### src/hw/rtl/wspg_pkg.sv
// Shared constants of the wheel speed PI controller: command codes, register
// indexes, stall levels and datapath sizes. No dependencies.
`timescale 1ns / 1ps
`default_nettype none

package wspg_pkg;

  localparam int unsigned FAIL_TICKS_DEF = 100;

  localparam int CMD_W      = 2;
  localparam int VALUE_W    = 16;
  localparam int DRIVE_W    = 9;
  localparam int LEVEL_W    = 2;
  localparam int CFG_IDX_W  = 3;
  localparam int CFG_DATA_W = 8;

  // Command codes.
  localparam logic [CMD_W-1:0] CMD_TICK     = 2'd0;
  localparam logic [CMD_W-1:0] CMD_SETPOINT = 2'd1;
  localparam logic [CMD_W-1:0] CMD_DRIVE    = 2'd2;
  localparam logic [CMD_W-1:0] CMD_ENABLE   = 2'd3;

  // Configuration register indexes.
  localparam logic [CFG_IDX_W-1:0] REG_PROP_GAIN   = 3'd0;
  localparam logic [CFG_IDX_W-1:0] REG_INTEG_DIV   = 3'd1;
  localparam logic [CFG_IDX_W-1:0] REG_INTEG_SCALE = 3'd2;
  localparam logic [CFG_IDX_W-1:0] REG_MIN_DRIVE   = 3'd3;
  localparam logic [CFG_IDX_W-1:0] REG_WARN_LIMIT  = 3'd4;
  localparam logic [CFG_IDX_W-1:0] REG_ERROR_LIMIT = 3'd5;
  localparam logic [CFG_IDX_W-1:0] REG_FAILSAFE    = 3'd6;

  // Stall levels.
  localparam logic [LEVEL_W-1:0] LVL_NORMAL = 2'd0;
  localparam logic [LEVEL_W-1:0] LVL_WARN   = 2'd1;
  localparam logic [LEVEL_W-1:0] LVL_ERROR  = 2'd2;

  // Serial datapath sizes: 16x8 products, 24-bit dividends.
  localparam int PROD_W    = 24;
  localparam int MUL_STEPS = 8;
  localparam int DIV_STEPS = PROD_W;
  localparam int STEP_W    = 5;

endpackage

`default_nettype wire

### src/hw/rtl/wheel_speed_pid_with_stall_guard.sv
// A control tick with the loop running walks the bit-serial multiply and divide passes
// (error * scale, over the integral divider; integral over scale; error * gain) and the
// sequencing states; every other command goes from START straight to FINISH. The next beat
// is accepted only after the result is written, so the block works on one command at a time.
// A result waiting under out_stall holds the block in FINISH for as long as it waits.
// Reset (rst, synchronous, active high) restores the register defaults and the loop state.
`timescale 1ns / 1ps
`default_nettype none

module wheel_speed_pid_with_stall_guard #(
  parameter int unsigned FAIL_TICKS = wspg_pkg::FAIL_TICKS_DEF
) (
  input  logic                                  clk,
  input  logic                                  rst,
  // Command channel.
  input  logic                                  in_valid,
  output logic                                  in_stall,
  input  logic [wspg_pkg::CMD_W-1:0]            cmd,
  input  logic signed [wspg_pkg::VALUE_W-1:0]   value,
  // Result channel.
  output logic                                  out_valid,
  input  logic                                  out_stall,
  output logic signed [wspg_pkg::DRIVE_W-1:0]   drive,
  output logic [wspg_pkg::LEVEL_W-1:0]          stall_level,
  output logic                                  stall_changed,
  // Configuration write channel.
  input  logic                                  cfg_valid,
  output logic                                  cfg_ready,
  input  logic [wspg_pkg::CFG_IDX_W-1:0]        cfg_index,
  input  logic [wspg_pkg::CFG_DATA_W-1:0]       cfg_data
);

  // The idle tick counter only has to reach FAIL_TICKS, where it saturates.
  localparam int IDLE_W = $clog2(FAIL_TICKS + 1);
  localparam logic [IDLE_W-1:0] IDLE_LIMIT = IDLE_W'(FAIL_TICKS);
  localparam int PW = wspg_pkg::PROD_W;
  localparam int SW = wspg_pkg::STEP_W;

  // The sequencer. A running control tick walks every state in order; any other
  // command goes from START straight to FINISH.
  typedef enum logic [3:0] {
    S_IDLE,
    S_START,
    S_MUL1,
    S_DIV1,
    S_SUM,
    S_CLAMP,
    S_DIV2,
    S_MUL2,
    S_DRIVE,
    S_FINISH
  } state_t;

  state_t state;

  // Configuration registers.
  logic [7:0] prop_gain;
  logic [7:0] integ_divider;
  logic [7:0] integ_scale;
  logic [7:0] min_drive;
  logic [7:0] warn_limit;
  logic [7:0] error_limit;
  logic       failsafe_on;

  // Loop state.
  logic signed [17:0]       integral;
  logic signed [15:0]       setpoint;
  logic                     pid_enabled;
  logic signed [8:0]        applied_drive;
  logic [7:0]               stall_count;
  logic [1:0]               stall_state;
  logic [IDLE_W-1:0]        idle_ticks;

  // The beat being worked on.
  logic [1:0]               cmd_q;
  logic signed [15:0]       value_q;
  logic                     run_loop;

  // Serial datapath. err_mag is the multiplicand of both products; acc collects
  // a product most significant multiplier bit first; dvd shifts the dividend
  // out and the quotient in, one bit a cycle, against an 8-bit remainder.
  logic                     err_neg;
  logic [15:0]              err_mag;
  logic [7:0]               mplier;
  logic [PW-1:0]            acc;
  logic [PW-1:0]            dvd;
  logic [7:0]               rem;
  logic [7:0]               divisor;
  logic [SW-1:0]            step;
  logic signed [25:0]       int_sum;
  logic                     int_neg;
  logic signed [8:0]        pwm;

  // A divider or scale written as zero acts as one.
  logic [7:0] div_eff;
  logic [7:0] sc_eff;
  assign div_eff = (integ_divider == 8'd0) ? 8'd1 : integ_divider;
  assign sc_eff  = (integ_scale == 8'd0) ? 8'd1 : integ_scale;

  // Speed error of the beat in hand: setpoint minus measured speed.
  logic signed [16:0] err_full;
  logic [16:0]        err_abs;
  assign err_full = {setpoint[15], setpoint} - {value_q[15], value_q};
  assign err_abs  = err_full[16] ? 17'(-err_full) : 17'(err_full);

  // One shift-add step of the multiplier.
  logic [PW-1:0] acc_step;
  assign acc_step = {acc[PW-2:0], 1'b0} + (mplier[7] ? {8'd0, err_mag} : {PW{1'b0}});

  // One restoring step of the divider.
  logic [8:0]    trial;
  logic          fits;
  logic [7:0]    rem_step;
  logic [PW-1:0] dvd_step;
  assign trial    = {rem, dvd[PW-1]};
  assign fits     = trial >= {1'b0, divisor};
  assign rem_step = fits ? 8'(trial - {1'b0, divisor}) : trial[7:0];
  assign dvd_step = {dvd[PW-2:0], fits};

  logic last_mul;
  logic last_div;
  assign last_mul = step == SW'(wspg_pkg::MUL_STEPS - 1);
  assign last_div = step == SW'(wspg_pkg::DIV_STEPS - 1);

  // Integral step: the quotient takes the sign of the error.
  logic signed [24:0] q_s;
  assign q_s = err_neg ? -$signed({1'b0, dvd}) : $signed({1'b0, dvd});

  // The integral clamp is 255 times the scale, formed as scale * 256 - scale.
  logic [15:0]        imax;
  logic signed [25:0] imax_s;
  logic signed [17:0] int_clamped;
  logic [17:0]        int_mag;
  assign imax   = {sc_eff, 8'd0} - {8'd0, sc_eff};
  assign imax_s = {10'd0, imax};

  always_comb begin
    if (int_sum > imax_s) begin
      int_clamped = {2'b00, imax};
    end else if (int_sum < -imax_s) begin
      int_clamped = -$signed({2'b00, imax});
    end else begin
      int_clamped = int_sum[17:0];
    end
    int_mag = int_clamped[17] ? 18'(-int_clamped) : 18'(int_clamped);
  end

  // Drive sum: proportional term, integral over scale (the quotient left in dvd
  // by the second division) and the minimum-drive offset, which follows the sign
  // of the setpoint and vanishes when the setpoint is zero.
  logic signed [24:0] pterm;
  logic signed [8:0]  iterm;
  logic signed [8:0]  offs;
  logic signed [25:0] drv_sum;
  logic signed [8:0]  drv_sat;

  always_comb begin
    pterm = err_neg ? -$signed({1'b0, acc}) : $signed({1'b0, acc});
    iterm = int_neg ? -$signed({1'b0, dvd[7:0]}) : $signed({1'b0, dvd[7:0]});
    if (setpoint == 16'sd0) begin
      offs = 9'sd0;
    end else if (setpoint[15]) begin
      offs = -$signed({1'b0, min_drive});
    end else begin
      offs = $signed({1'b0, min_drive});
    end
    drv_sum = {pterm[24], pterm} + {{17{iterm[8]}}, iterm} + {{17{offs[8]}}, offs};
    if (drv_sum > 26'sd255) begin
      drv_sat = 9'sd255;
    end else if (drv_sum < -26'sd255) begin
      drv_sat = -9'sd255;
    end else begin
      drv_sat = drv_sum[8:0];
    end
  end

  // Everything a beat does to the loop state is settled here and written when the
  // sequencer in FINISH finds the output register free.
  logic signed [17:0] n_integral;
  logic signed [15:0] n_setpoint;
  logic               n_pid;
  logic signed [8:0]  n_drive;
  logic [7:0]         n_count;
  logic [1:0]         n_state;
  logic [IDLE_W-1:0]  n_idle;
  logic               n_event;
  logic               loop_reset;
  logic               near_stall;
  logic [8:0]         warn_m1;

  always_comb begin
    n_integral = integral;
    n_setpoint = setpoint;
    n_pid      = pid_enabled;
    n_drive    = applied_drive;
    n_count    = stall_count;
    n_state    = stall_state;
    n_idle     = idle_ticks;
    n_event    = 1'b0;
    loop_reset = 1'b0;
    // A wheel pushed at full drive that barely moves the right way is stalling.
    near_stall = ((value_q < 16'sd5) && (applied_drive == 9'sd255)) ||
                 ((value_q > -16'sd5) && (applied_drive == -9'sd255));
    // One below the warning limit; a zero limit wraps out of reach of the count.
    warn_m1    = {1'b0, warn_limit} - 9'd1;

    unique case (cmd_q)
      wspg_pkg::CMD_TICK: begin
        if (run_loop) begin
          if (near_stall && (stall_count < error_limit)) begin
            n_count = stall_count + 8'd1;
          end else if (stall_count != 8'd0) begin
            n_count = stall_count - 8'd1;
          end
          n_drive = pwm;
          if (({1'b0, n_count} == warn_m1) && (stall_count == warn_limit)) begin
            n_state = wspg_pkg::LVL_NORMAL;
            n_event = 1'b1;
          end else if ((n_count == warn_limit) && ({1'b0, stall_count} == warn_m1)) begin
            n_state = wspg_pkg::LVL_WARN;
            n_event = 1'b1;
          end else if (n_count == error_limit) begin
            n_state    = wspg_pkg::LVL_ERROR;
            n_event    = 1'b1;
            loop_reset = 1'b1;
          end
        end else if (pid_enabled) begin
          // Stall error: no control, the count drains and the level recovers at zero.
          if (stall_count != 8'd0) begin
            n_count = stall_count - 8'd1;
          end
          if (n_count == 8'd0) begin
            n_state = wspg_pkg::LVL_NORMAL;
            n_event = 1'b1;
          end
        end
        // Command timeout, checked after the control step.
        if (idle_ticks < IDLE_LIMIT) begin
          n_idle = idle_ticks + 1'b1;
          if ((n_idle == IDLE_LIMIT) && failsafe_on) begin
            loop_reset = 1'b1;
          end
        end
      end
      wspg_pkg::CMD_SETPOINT: begin
        n_pid      = 1'b1;
        n_setpoint = value_q;
        loop_reset = value_q == 16'sd0;
        n_idle     = '0;
      end
      wspg_pkg::CMD_DRIVE: begin
        n_pid  = 1'b0;
        n_idle = '0;
        if (value_q > 16'sd255) begin
          n_drive = 9'sd255;
        end else if (value_q < -16'sd255) begin
          n_drive = -9'sd255;
        end else begin
          n_drive = value_q[8:0];
        end
      end
      wspg_pkg::CMD_ENABLE: begin
        n_pid      = value_q != 16'sd0;
        loop_reset = value_q == 16'sd0;
      end
    endcase

    if (loop_reset) begin
      n_integral = '0;
      n_setpoint = '0;
      n_drive    = '0;
    end
  end

  // The output register takes a new beat when it is empty or being emptied.
  logic slot_free;
  assign slot_free = !out_valid || !out_stall;

  // Commands are taken one at a time; a finished result may still wait in the
  // output register while the next command is taken and worked on.
  assign in_stall  = state != S_IDLE;
  // Writes are to come only while idle; the block does not enforce this. cfg_ready is tied high.
  assign cfg_ready = 1'b1;

  always_ff @(posedge clk) begin
    if (rst) begin
      state         <= S_IDLE;
      out_valid     <= 1'b0;
      prop_gain     <= 8'd6;
      integ_divider <= 8'd8;
      integ_scale   <= 8'd32;
      min_drive     <= 8'd25;
      warn_limit    <= 8'd50;
      error_limit   <= 8'd100;
      failsafe_on   <= 1'b0;
      integral      <= '0;
      setpoint      <= '0;
      pid_enabled   <= 1'b1;
      applied_drive <= '0;
      stall_count   <= '0;
      stall_state   <= wspg_pkg::LVL_NORMAL;
      idle_ticks    <= '0;
    end else begin
      if (cfg_valid) begin
        unique case (cfg_index)
          wspg_pkg::REG_PROP_GAIN:   prop_gain     <= cfg_data;
          wspg_pkg::REG_INTEG_DIV:   integ_divider <= cfg_data;
          wspg_pkg::REG_INTEG_SCALE: integ_scale   <= cfg_data;
          wspg_pkg::REG_MIN_DRIVE:   min_drive     <= cfg_data;
          wspg_pkg::REG_WARN_LIMIT:  warn_limit    <= cfg_data;
          wspg_pkg::REG_ERROR_LIMIT: error_limit   <= cfg_data;
          wspg_pkg::REG_FAILSAFE:    failsafe_on   <= cfg_data[0];
          default: begin
          end
        endcase
      end

      // A beat leaving while FINISH refills the register is replaced there.
      if (out_valid && !out_stall && (state != S_FINISH)) begin
        out_valid <= 1'b0;
      end

      unique case (state)
        S_IDLE: begin
          if (in_valid) begin
            cmd_q   <= cmd;
            value_q <= value;
            state   <= S_START;
          end
        end
        S_START: begin
          // Latch the error and set up error * scale.
          err_neg <= err_full[16];
          err_mag <= err_abs[15:0];
          mplier  <= sc_eff;
          acc     <= '0;
          step    <= '0;
          run_loop <= (cmd_q == wspg_pkg::CMD_TICK) && pid_enabled &&
                      (stall_state != wspg_pkg::LVL_ERROR);
          if ((cmd_q == wspg_pkg::CMD_TICK) && pid_enabled &&
              (stall_state != wspg_pkg::LVL_ERROR)) begin
            state <= S_MUL1;
          end else begin
            state <= S_FINISH;
          end
        end
        S_MUL1: begin
          acc    <= acc_step;
          mplier <= {mplier[6:0], 1'b0};
          if (last_mul) begin
            dvd     <= acc_step;
            rem     <= '0;
            divisor <= div_eff;
            step    <= '0;
            state   <= S_DIV1;
          end else begin
            step <= step + 1'b1;
          end
        end
        S_DIV1: begin
          dvd  <= dvd_step;
          rem  <= rem_step;
          step <= step + 1'b1;
          if (last_div) begin
            state <= S_SUM;
          end
        end
        S_SUM: begin
          int_sum <= {{8{integral[17]}}, integral} + {q_s[24], q_s};
          state   <= S_CLAMP;
        end
        S_CLAMP: begin
          // Store the clamped integral and set up integral / scale.
          integral <= int_clamped;
          int_neg  <= int_clamped[17];
          dvd      <= {6'd0, int_mag};
          rem      <= '0;
          divisor  <= sc_eff;
          step     <= '0;
          state    <= S_DIV2;
        end
        S_DIV2: begin
          dvd  <= dvd_step;
          rem  <= rem_step;
          if (last_div) begin
            // Set up error * proportional gain; dvd keeps the quotient.
            acc    <= '0;
            mplier <= prop_gain;
            step   <= '0;
            state  <= S_MUL2;
          end else begin
            step <= step + 1'b1;
          end
        end
        S_MUL2: begin
          acc    <= acc_step;
          mplier <= {mplier[6:0], 1'b0};
          step   <= step + 1'b1;
          if (last_mul) begin
            state <= S_DRIVE;
          end
        end
        S_DRIVE: begin
          pwm   <= drv_sat;
          state <= S_FINISH;
        end
        S_FINISH: begin
          if (slot_free) begin
            integral      <= n_integral;
            setpoint      <= n_setpoint;
            pid_enabled   <= n_pid;
            applied_drive <= n_drive;
            stall_count   <= n_count;
            stall_state   <= n_state;
            idle_ticks    <= n_idle;
            drive         <= n_drive;
            stall_level   <= n_state;
            stall_changed <= n_event;
            out_valid     <= 1'b1;
            state         <= S_IDLE;
          end
        end
        default: begin
          state <= S_IDLE;
        end
      endcase
    end
  end

endmodule

`default_nettype wire

### config.mk
export PLATFORM = sky130hd
export DESIGN_NAME = wheel_speed_pid_with_stall_guard
export DESIGN_NICKNAME = d
export VERILOG_FILES = /design/src/hw/rtl/wspg_pkg.sv /design/src/hw/rtl/wheel_speed_pid_with_stall_guard.sv
export SDC_FILE = /design/constraint.sdc
export NUM_CORES = 1
export LEC_CHECK = 0
export BUFFER_PORTS_ARGS = -buffer_cell sky130_fd_sc_hd__buf_4
export CORE_MARGIN = 8
export CORE_UTILIZATION = 50
export DETAILED_ROUTE_END_ITERATION = 10
export PLACE_DENSITY = 0.67
export SLEW_MARGIN = 20
export SYNTH_ARGS = -nofsm -noshare
export SYNTH_HDL_FRONTEND = slang
export SYNTH_SLANG_ARGS = --single-unit
### constraint.sdc
create_clock -name clk -period 6.85 [get_ports clk]
set_input_delay 0.3425 -clock clk [delete_from_list [all_inputs] [get_ports clk]]
set_output_delay 0.3425 -clock clk [all_outputs]
set_load 0.005 [all_outputs]
==> metrics.md, run 1 <==
| Metric | Value |
|---|---|
| Initial cell density of the core | 50.5% |
| Pwr dens | 302 nW/um2 |
| Vias post-DR | 18745 |
| Post-DP HPWL | 45200 um |
| Largest area contributor in the netlist | edfxtp_1 |
| Die extent in y | 224 um |
| Setup CP Type | flip-flop to flip-flop |
| Slew HR | 30.2% |
| Final setup TNS | 0 ns |
| Crit-path max FO | 13 |
| Maxcap violations | 0 |
| Wire per inst | 18.9 um |
| CP cell instances | nor3_1, and2_1, a21o_1, inv_1, ha_1, nor4b_1, nand3_1, o21bai_1, xnor2_1, ha_1, nand4_1, nor2_1, o211ai_1, a41o_1, nand2_1, mux2_2, a21oi_1, ha_1, nand4_2, o311ai_1, o41ai_1, a221o_1 |
| First-pass GRT wire length | 95700 um |
| Clk buf depth | 3 |
| Post-synthesis cell area | 21700 um2 |
| Crit-path max cell delay | 0.62 ns |
| Vias in the first global route | 17996 |
| Remaining antenna violation count | 0 |
| Most frequent cell after synthesis | nand2_1 |
| Leakage | 9.52 nW |
| Cell repeated most along the worst path | ha_1 |
| Post-CTS Repair Setup Buffers | 0 |
| Post-synth top area share | 22.3% |
| Final instance area | 23800 um2 |
| PortBufs | 47 |
| Root buf cell | clkbuf_16 |
| Ys async rst share | 0% |
| Die X | 224 um |
| Routability cong. | 0.939 |
| Total GRT Usage | 23.2% |
| Vias per cell | 5.95 |
| F_max | 0.159 GHz |
| Setup Viol. Count Final | 0 |
| Seq/Total Area, Yosys | 33.0% |
| Maximum vdd drop | 227 uV |
| Worst Path Required | 7.14 ns |
| Clock Sinks | 276 |
| Worst hold margin | 0.0714 ns |
| Synth area leaders | edfxtp_1, dfxtp_1, ha_1 |
| H-tree levels | 2 |
| Largest net degree at the start of global routing | 88 |
| Slowest CP cell | dfxtp_1 |
| Die area | 50200 um2 |
| Num rows | 76 |
| TritonRoute pass-1 iters | 8 |
| Fin crit period | 6.27 ns |
| Nets | 2757 |
| Skew final | 0.0258 ns |
| Synth unique cells | 101 |
| Fin. Hold Viols | 0 |
| Skew-Pair Late Insertion Delay | 0.56 ns |
| Worst EP arrival | 6.56 ns |
| CP Launch Type | flip-flop |
| Synthesized instance count | 2506 |
| RSZ-0062 raised after global routing | no |
| Synthesized flop and latch total | 276 |
| Remaining global-route overflow | 0 |
| Layout cell share with drive strength beyond 1 | 8.15% |
| Commonest cells post-synth | nand2_1, nor2_1, a21oi_1 |
| CP endpoint kind | flip-flop |
| Pins Over Slew Limit | 0 |
| Yosys warning total | 0 |
| Placed Cells incl. Taps | 3069 |
| Worst min path class | input port to flip-flop |
| Top Ports | 49 |
| Worst-margin pin slew | 1.05 ns |
| Post-synth EDFFs | 161 |
| DRC viols | 0 |
| CTS Buf Count | 34 |
| DRT iter0 DRCs | 1398 |
| Initial antenna violation count | 0 |
| Worst-path clk slew | 0.06 ns |
| Synth Flop Type | edfxtp_1 |
| Status | finished, final reports clean |
| Final worst-path cycle share | 91.6% |
| Final WL | 59400 um |
| Post-DP Area | 22600 um2 |
| CTS tree | built |
| Area Growth Syn to Fin | 10.1% |
| Core area | 42900 um2 |
| Synthesized area per cell | 8.64 um2 |
| Post-Layout Cell Count | 3149 |
-- placed cells by master (no fill, tap or decap), types with 33 or more instances in the layout --
cell type	count
o21ai_0	141
nor2_1	197
xnor2_1	138
xor2_1	75
and2_1	35
clkbuf_16	34
a21oi_1	165
nand3_1	66
a21o_1	35
buf_4	78
or3_1	33
nor3_1	59
inv_1	151
dfxtp_1	115
ha_1	155
nand2_1	281
nand2b_1	36
edfxtp_1	161
-- critical path: cells and delay by family (launching register included) --
family,cells,cell delay (ns)
xor+xnor,1,0.17
buf+inv,1,0.15
fa+ha+maj,3,1.02
mux,1,0.39
simple gates,8,1.59
flops,1,0.62
compound gates,8,2.06
-- cell type report --
cell class / instances / area (um2)
Antenna cell: 1 / 2.50
Clock buffer: 47 / 950
Clock inverter: 14 / 108
Fill cell: 3919 / 19000
Inverter: 153 / 574
Multi-Input combinational cell: 1977 / 13600
Sequential cell: 276 / 7140
Tap cell: 585 / 732
Timing Repair Buffer: 96 / 766
-- flip-flops by register name (all words and copies together) (netlist names), 4 cells and up --
signal,count
int_sum,26
integral,18
prop_gain,8
applied_drive,9
mplier,8
warn_limit,8
drive,9
pwm,9
state,4
setpoint,16
value_q,16
integ_divider,8
err_mag,16
acc,24
min_drive,8
error_limit,8
divisor,8
dvd,24
step,5
stall_count,8
idle_ticks,7
rem,8
integ_scale,8
-- what timing repair did --
| action | in CTS | in global routing |
|---|---|---|
| gates resized for setup | 0 | 6 |
| hold endpoints to repair | 18 | 0 |
| endpoints found under the setup margin | 0 | 8 |
| hold buffers | 18 | 0 |
-- stage by stage --
stage	utilization (%)	power (mW)	worst slack (ns)
after CTS	55.5	7.23	0.436
after floorplan	-	4.66	0.0642
after global routing	55.6	7.70	0.0601
after detailed placement	52.7	5.47	0.501
final	55.6	7.21	0.579
after global placement	52.7	5.41	0.691
-- power breakdown --
part           switching [mW]  total [mW]  internal (mW)
Sequential              0.235        2.32           2.09
Clock                   0.730        1.71          0.981
Combinational            1.90        3.17           1.27
Total                    2.87        7.21           4.34
-- path summary, 6_finish.rpt --
kind | from | to | slack [ns] | cells past startpoint
max reg2reg | integ_scale[3]$_SDFFE_PP0P_ | dvd[12]$_DFFE_PP_ | 0.58 | 22
min reg2reg | prop_gain[0]$_SDFFE_PP0P_ | prop_gain[0]$_SDFFE_PP0P_ | 0.46 | 2
max | integ_scale[3]$_SDFFE_PP0P_ | dvd[12]$_DFFE_PP_ | 0.58 | 22
min | cfg_data[5] | integ_scale[5]$_SDFFE_PP1P_ | 0.07 | 3
-- kinds of logic after synthesis --
logic type      count (synthesis)  share of synthesized area [%]
buf+inv                       262                           4.83
mux                            25                           1.28
compound gates                651                           20.3
fa+ha+maj                     185                           11.7
simple gates                  891                           20.2
flops                         276                           33.0
other cells                     2                         0.0347
xor+xnor                      214                           8.72
-- metal layers --
metal / track usage (%) / up-vias / wire length, um
li1: - / 9166 / -
met1: 30.6 / 8949 / 26300
met2: 38.6 / 527 / 28100
met3: 3.37 / 103 / 3290
met4: 7.90 / 0 / 1740
met5: 0 / - / 0
Power figures use the tool's default switching activity.
==> inputs of run 2 (changes only) <==
--- a/config.mk
+++ b/config.mk
@@ -7,9 +7,10 @@
 export LEC_CHECK = 0
 export BUFFER_PORTS_ARGS = -buffer_cell sky130_fd_sc_hd__buf_4
 export CORE_MARGIN = 8
-export CORE_UTILIZATION = 50
+export CORE_UTILIZATION = 37
 export DETAILED_ROUTE_END_ITERATION = 10
-export PLACE_DENSITY = 0.67
+export PLACE_DENSITY = 0.5
+export SETUP_SLACK_MARGIN = 0.02
 export SLEW_MARGIN = 20
 export SYNTH_ARGS = -nofsm -noshare
 export SYNTH_HDL_FRONTEND = slang
==> constraint.sdc (replaced) <==
create_clock -name clk -period 5.95 [get_ports clk]
set_input_delay 0.2975 -clock clk [delete_from_list [all_inputs] [get_ports clk]]
set_output_delay 0.2975 -clock clk [all_outputs]
set_load 0.005 [all_outputs]
==> metrics.md, run 2 (synthesis gave the netlist of run 1 again) <==
| Metric | Value |
|---|---|
| Fin crit period | 5.57 ns (-0.699 ns) |
| Worst hold margin | 0.0285 ns (-0.0429 ns) |
| Pwr dens | 351 nW/um2 (+16%) |
| Clock Sinks | 276 (unchanged) |
| First-pass GRT wire length | 99900 um (+4.3%) |
| Worst Path Required | 6.34 ns (-0.80 ns) |
| Slew HR | 26.8% (-3.4 points) |
| Total GRT Usage | 18.3% (-4.9 points) |
| Skew-Pair Late Insertion Delay | 0.56 ns (about the same) |
| Worst min path class | input port to flip-flop |
| Slowest CP cell | or4_1 |
| Diodes inserted | 0 (-1) |
| CTS Buf Count | 36 (+5.9%) |
| Skew final | 0.0245 ns (-0.00131 ns) |
| Largest regs | int_sum x26, acc x24, dvd x24 |
| Vias post-DR | 18631 (-0.61%) |
| H-tree levels | 2 (unchanged) |
| Commonest non-fill, non-tap cell in the layout | nand2_1 |
| CTS tree | built |
| Metal3 WL | 2540 um (-23%) |
| Largest net degree at the start of global routing | 86 (-2.3%) |
| Core area | 57800 um2 (+35%) |
| Final WL | 63100 um (+6.2%) |
| Final setup TNS | 0 ns (unchanged) |
| Initial antenna violation count | 0 (unchanged) |
| Placed Cells incl. Taps | 3274 (+6.7%) |
| Leakage | 9.72 nW (+2.1%) |
| Largest reg by FF count | int_sum |
| Worst-path clk slew | 0.06 ns (about the same) |
| CP Launch Type | flip-flop |
| Maximum vdd drop | 185 uV (-18%) |
| Initial cell density of the core | 37.5% (-13 points) |
| Setup CP Type | flip-flop to flip-flop |
| Pins Over Slew Limit | 0 (unchanged) |
| Worst EP arrival | 5.96 ns (-0.60 ns) |
| Area Growth Syn to Fin | 12.9% |
| Remaining global-route overflow | 0 (unchanged) |
| Worst Setup SP | acc[2]$_SDFFCE_PP0P_ |
| Wl on met1 | 29400 um (+11%) |
| PortBufs | 47 (unchanged) |
| Die extent in y | 258 um (+15%) |
| Final worst-path cycle share | 93.7% (+2.1 points) |
| Die X | 258 um (+15%) |
| CP endpoint kind | flip-flop |
| Uppermost layer routed | met4 |
| Crit-path max cell delay | 0.59 ns (-0.03 ns) |
| Top Ports | 49 (unchanged) |
| Fin. Hold Viols | 0 (unchanged) |
| Area of the multi-input gates | 13600 um2 (+0.20%) |
| Die area | 66500 um2 (+32%) |
| CP cell instances | or3_1, or4_1, o31ai_1, xor2_1, fa_1, inv_1, ha_1, a21o_1, a21o_1, or3_1, o32ai_1, o21ai_1, a2111oi_0, nor3b_1, nor2_1, nand4b_1, and2_2, a21oi_1 |
| Most frequent cells in the layout | nand2_1, nor2_1, a21oi_1 |
| Vias per cell | 5.55 (-6.8%) |
| Maxcap violations | 0 (unchanged) |
| Worst-margin pin slew | 1.10 ns (+0.0504 ns) |
| Setup Viol. Count Final | 0 (unchanged) |
| WL met2 | 29600 um (+5.6%) |
| DRC viols | 0 (unchanged) |
| Wire per inst | 18.8 um (-0.43%) |
| DRT iter0 DRCs | 1234 (-12%) |
| Remaining antenna violation count | 0 (unchanged) |
| Seq. cell area | 7140 um2 (unchanged) |
| Clk buf depth | 3 (unchanged) |
| Num rows | 88 (+16%) |
| Worst R2R Start | acc[2]$_SDFFCE_PP0P_ |
| Final Power | 8.59 mW (+19%) |
| Max reg flops | 26 (unchanged) |
| Status | finished, final reports clean |
| Crit-path max FO | 7 (-6) |
| Post-DP HPWL | 48000 um (+6.3%) |
| Post-Layout Cell Count | 3358 (+6.6%) |
| Hold Crit Start | cfg_data[4] |
| TritonRoute pass-1 iters | 10 (+2) |
| Routability cong. | 0.902 (-3.9%) |
| Vias in the first global route | 18090 (+0.52%) |
| F_max | 0.179 GHz (+13%) |
| Root buf cell | clkbuf_16 |
| Nets | 2784 (+0.98%) |
| RSZ-0062 raised after global routing | no |
| Fillers | 5766 (+47%) |
| Layout cell share with drive strength beyond 1 | 9.41% (+1.3 points) |
==> run 2: through the flow <==
stage,utilization (%),instance area [um2],setup WS (ns)
after global placement,39.8,23000,0.415
after floorplan,-,21700,0.171
final,42.3,24500,0.377
after detailed placement,39.8,23000,0.314
after global routing,42.3,24500,0.0414
after CTS,42.2,24400,0.247
==> run 2: worst max-delay path: cells and delay by family (launching register included) <==
family                   cells  cell delay [ns]
AND/OR/NAND/NOR              7             2.04
adder cells (fa/ha/maj)      2             0.84
AO/OA/AOI/OAI                7             1.91
XOR/XNOR                     1             0.12
flip-flops                   1             0.44
buffers and inverters        1             0.05
==> run 2: repair_timing <==
action / CTS / global route
hold buffers: 18 / 0
resized for setup: 0 / 12
endpoints found under the hold margin: 18 / 0
setup buffers: 0 / 0
endpoints found under the setup margin: 0 / 18
==> run 2: cell type report <==
cell class                 instances  share of cell area, %
inverter                         153                   2.35
timing repair buffer             121                   3.91
clock inverter                    19                  0.860
multi-input combinational       1977                   55.6
tap                              765                   3.91
sequential                       276                   29.2
clock buffer                      47                   4.15
==> run 2: per-layer routing <==
metal,track usage [%],vias up
met1,24.4,8914
met4,5.11,0
met5,0,-
met3,2.36,97
li1,-,9223
met2,30.9,397
==> run 2: path summary, 6_finish.rpt <==
check	endpoint	slack, ns	cells past startpoint
hold reg to reg	prop_gain[3]$_SDFFE_PP0P_	0.46	2
setup reg to reg	pwm[1]$_SDFFCE_PP1P_	0.38	18
hold / removal	min_drive[4]$_SDFFE_PP1P_	0.03	3
setup / recovery	pwm[1]$_SDFFCE_PP1P_	0.38	18
==> run 2: where the power goes <==
part           total [mW]  internal (mW)  switching, mW  leakage, nW
logic                3.67           1.48           2.19         6.72
clock network        2.24           1.35          0.890        0.593
registers            2.68           2.41          0.278         2.41
total                8.59           5.23           3.36         9.72
==> inputs of run 3 (changes only) <==
--- a/config.mk
+++ b/config.mk
@@ -7,9 +7,10 @@
 export LEC_CHECK = 0
 export BUFFER_PORTS_ARGS = -buffer_cell sky130_fd_sc_hd__buf_4
 export CORE_MARGIN = 8
-export CORE_UTILIZATION = 37
+export CORE_UTILIZATION = 60
 export DETAILED_ROUTE_END_ITERATION = 10
-export PLACE_DENSITY = 0.5
+export HOLD_SLACK_MARGIN = 0.15
+export PLACE_DENSITY = 0.75
 export SETUP_SLACK_MARGIN = 0.02
 export SLEW_MARGIN = 20
 export SYNTH_ARGS = -nofsm -noshare
==> metrics.md, run 3 (synthesis gave the netlist of run 1 again) <==
| Metric | Value |
|---|---|
| Sequential share of power | 31.3% (about the same) |
| Clk buf depth | 3 (unchanged) |
| Nets | 2793 (+0.32%) |
| Diodes inserted | 0 (unchanged) |
| Crit-path max cell delay | 0.53 ns (-0.06 ns) |
| Total GRT Usage | 27.3% (+9.0 points) |
| Slowest CP cell | or4_1 |
| Post-DP HPWL | 44000 um (-8.2%) |
| Hold path cells | 5 (+2) |
| Pwr dens | 354 nW/um2 (+0.86%) |
| Status | finished, final reports clean |
| Worst EP arrival | 5.99 ns (+0.03 ns) |
| Max reg flops | 26 (unchanged) |
| Fin. Hold Viols | 0 (unchanged) |
| Final instance area | 24100 um2 (-1.2%) |
| RSZ-0062 raised after global routing | no |
| Die area | 42400 um2 (-36%) |
| Critical path buffer and inverter count | 1 (unchanged) |
| Commonest non-fill, non-tap cell in the layout | nand2_1 |
| Worst Path Required | 6.28 ns (-0.06 ns) |
| Die X | 206 um (-20%) |
| Worst-path clk slew | 0.06 ns (about the same) |
| Most frequent cells in the layout | nand2_1, nor2_1, a21oi_1 |
| Setup Viol. Count Final | 0 (unchanged) |
| Wire per inst | 19.3 um (+2.5%) |
| Top Ports | 49 (unchanged) |
| Largest net degree at the start of global routing | 88 (+2.3%) |
| Final worst-path cycle share | 95.1% (+1.4 points) |
| Skew final | 0.0161 ns (-0.00839 ns) |
| Largest reg by FF count | int_sum |
| Layout cell share with drive strength beyond 1 | 9.20% (-0.21 points) |
| Vias per cell | 6.27 (+13%) |
| Largest regs | int_sum x26, acc x24, dvd x24 |
| Comb power frac | 42.8% (about the same) |
| Maxcap violations | 0 (unchanged) |
| CTS Buf Count | 31 (-14%) |
| DRC viols | 0 (unchanged) |
| Worst R2R Path Depth | 18 (unchanged) |
| Worst-margin pin slew | 1.05 ns (-0.0452 ns) |
| Maximum vdd drop | 416 uV (+120%) |
| Post-layout util | 67.9% (+26 points) |
| TritonRoute pass-1 iters | 6 (-4) |
| Skew-Pair Late Insertion Delay | 0.60 ns (+0.04 ns) |
| Post-DP Area | 22600 um2 (-1.6%) |
| Die extent in y | 206 um (-20%) |
| Int Power | 5.27 mW (+0.76%) |
| Routability cong. | 0.994 (+10%) |
| Final WL | 58900 um (-6.6%) |
| Pins Over Slew Limit | 0 (unchanged) |
| Num rows | 69 (-22%) |
| Core area | 35600 um2 (-38%) |
| Final setup TNS | 0 ns (unchanged) |
| Remaining global-route overflow | 0 (unchanged) |
| Clock Sinks | 276 (unchanged) |
| Area Growth Syn to Fin | 11.5% |
| CP endpoint kind | flip-flop |
| Leakage | 9.77 nW (+0.55%) |
| Remaining antenna violation count | 0 (unchanged) |
| Slew HR | 29.6% (+2.8 points) |
| CP Launch Type | flip-flop |
| Root buf cell | clkbuf_16 |
| Vias in the first global route | 18469 (+2.1%) |
| Cell repeated most along the worst path | a21o_1 |
| CP cell instances | or4_1, or4_1, o31ai_1, xor2_1, fa_1, inv_1, ha_1, a21o_1, a21o_1, or3_1, o32ai_1, o21ai_1, o21ai_0, xor2_1, nand4_1, nor3b_1, a21o_1, a21oi_1 |
| WP depth | 18 (unchanged) |
| Worst min path class | input port to flip-flop |
| DRT iter0 DRCs | 1644 (+33%) |
| First-pass GRT wire length | 95300 um (-4.5%) |
| P_sw | 3.28 mW (-2.2%) |
| CP delay by family, top | compound AO/OA/AOI/OAI gates |
| Vias post-DR | 19192 (+3.0%) |
| Initial antenna violation count | 0 (unchanged) |
| Clock share of power | 25.9% (about the same) |
| Crit-path max FO | 7 (unchanged) |
| Fin crit period | 5.66 ns (+0.0842 ns) |
| H-tree levels | 1 (-1) |
| CTS tree | built |
| Setup CP Type | flip-flop to flip-flop |
| PortBufs | 47 (unchanged) |
| F_max | 0.177 GHz (-1.5%) |
| Switch share | 38.4% (-0.71 points) |
| Initial cell density of the core | 60.9% (+23 points) |
-- run 3: per-stage QoR --
stage / hold WS [ns] / cells / power (mW) / setup WS (ns)
2_1_floorplan: 0.396 / 2515 / 5.36 / 0.171
3_3_place_gp: 0.444 / 2971 / 6.17 / 0.478
3_5_place_dp: 0.451 / 2971 / 6.26 / 0.230
4_1_cts: 0.286 / 3060 / 8.52 / 0.216
5_1_grt: 0.354 / 3060 / 9.10 / 0.0357
6_report: 0.325 / 3060 / 8.56 / 0.293
-- run 3: worst register-to-register path, stage by stage, from the launching register on --
cell and delay [ns]:
edfxtp_1 0.48, or4_1 0.53, or4_1 0.50, o31ai_1 0.30
xor2_1 0.13, fa_1 0.50, inv_1 0.05, ha_1 0.36
a21o_1 0.20, a21o_1 0.19, or3_1 0.31, o32ai_1 0.42
o21ai_1 0.26, o21ai_0 0.16, xor2_1 0.21, nand4_1 0.13
nor3b_1 0.27, a21o_1 0.28, a21oi_1 0.11
-- run 3: final cells by class --
class / count / area [um2]
multi-input combinational: 1977 / 13600
clock buffer: 36 / 826
sequential: 276 / 7140
clock inverter: 22 / 358
inverter: 153 / 574
timing repair buffer: 135 / 1090
tap: 461 / 577
fill: 2876 / 11400
-- run 3: worst paths after layout --
kind                                                    start                             to  slack (ns)
worst max-delay path                     acc[4]$_SDFFCE_PP0P_           pwm[1]$_SDFFCE_PP1P_        0.29
worst min-delay path                                 in_valid          state[2]$_SDFFE_PP0P_        0.32
worst max register to register           acc[4]$_SDFFCE_PP0P_           pwm[1]$_SDFFCE_PP1P_        0.29
worst min register to register  integ_divider[0]$_SDFFE_PP0P_  integ_divider[0]$_SDFFE_PP0P_        0.46
-- run 3: repair_timing --
action	in CTS	in global routing
resized for setup	0	7
buffers inserted	0	0
hold endpoints to repair	68	0
hold buffers	31	0
endpoints found under the setup margin	0	15
-- run 3: power by group through the flow --
stage	combinational, mW	sequential (mW)	clock [mW]
2_1_floorplan	2.80	2.57	0
3_3_place_gp	3.48	2.70	0
3_5_place_dp	3.56	2.70	0
4_1_cts	3.61	2.67	2.24
5_1_grt	4.08	2.71	2.31
6_report	3.66	2.68	2.22
-- run 3: per-layer routing --
metal / vias to the layer above / wire length (um) / global-route usage (%)
li1: 9225 / - / -
met1: 9150 / 25300 / 35.9
met2: 682 / 28200 / 46.3
met3: 135 / 3640 / 3.53
met4: 0 / 1870 / 8.52
met5: - / 0 / 0
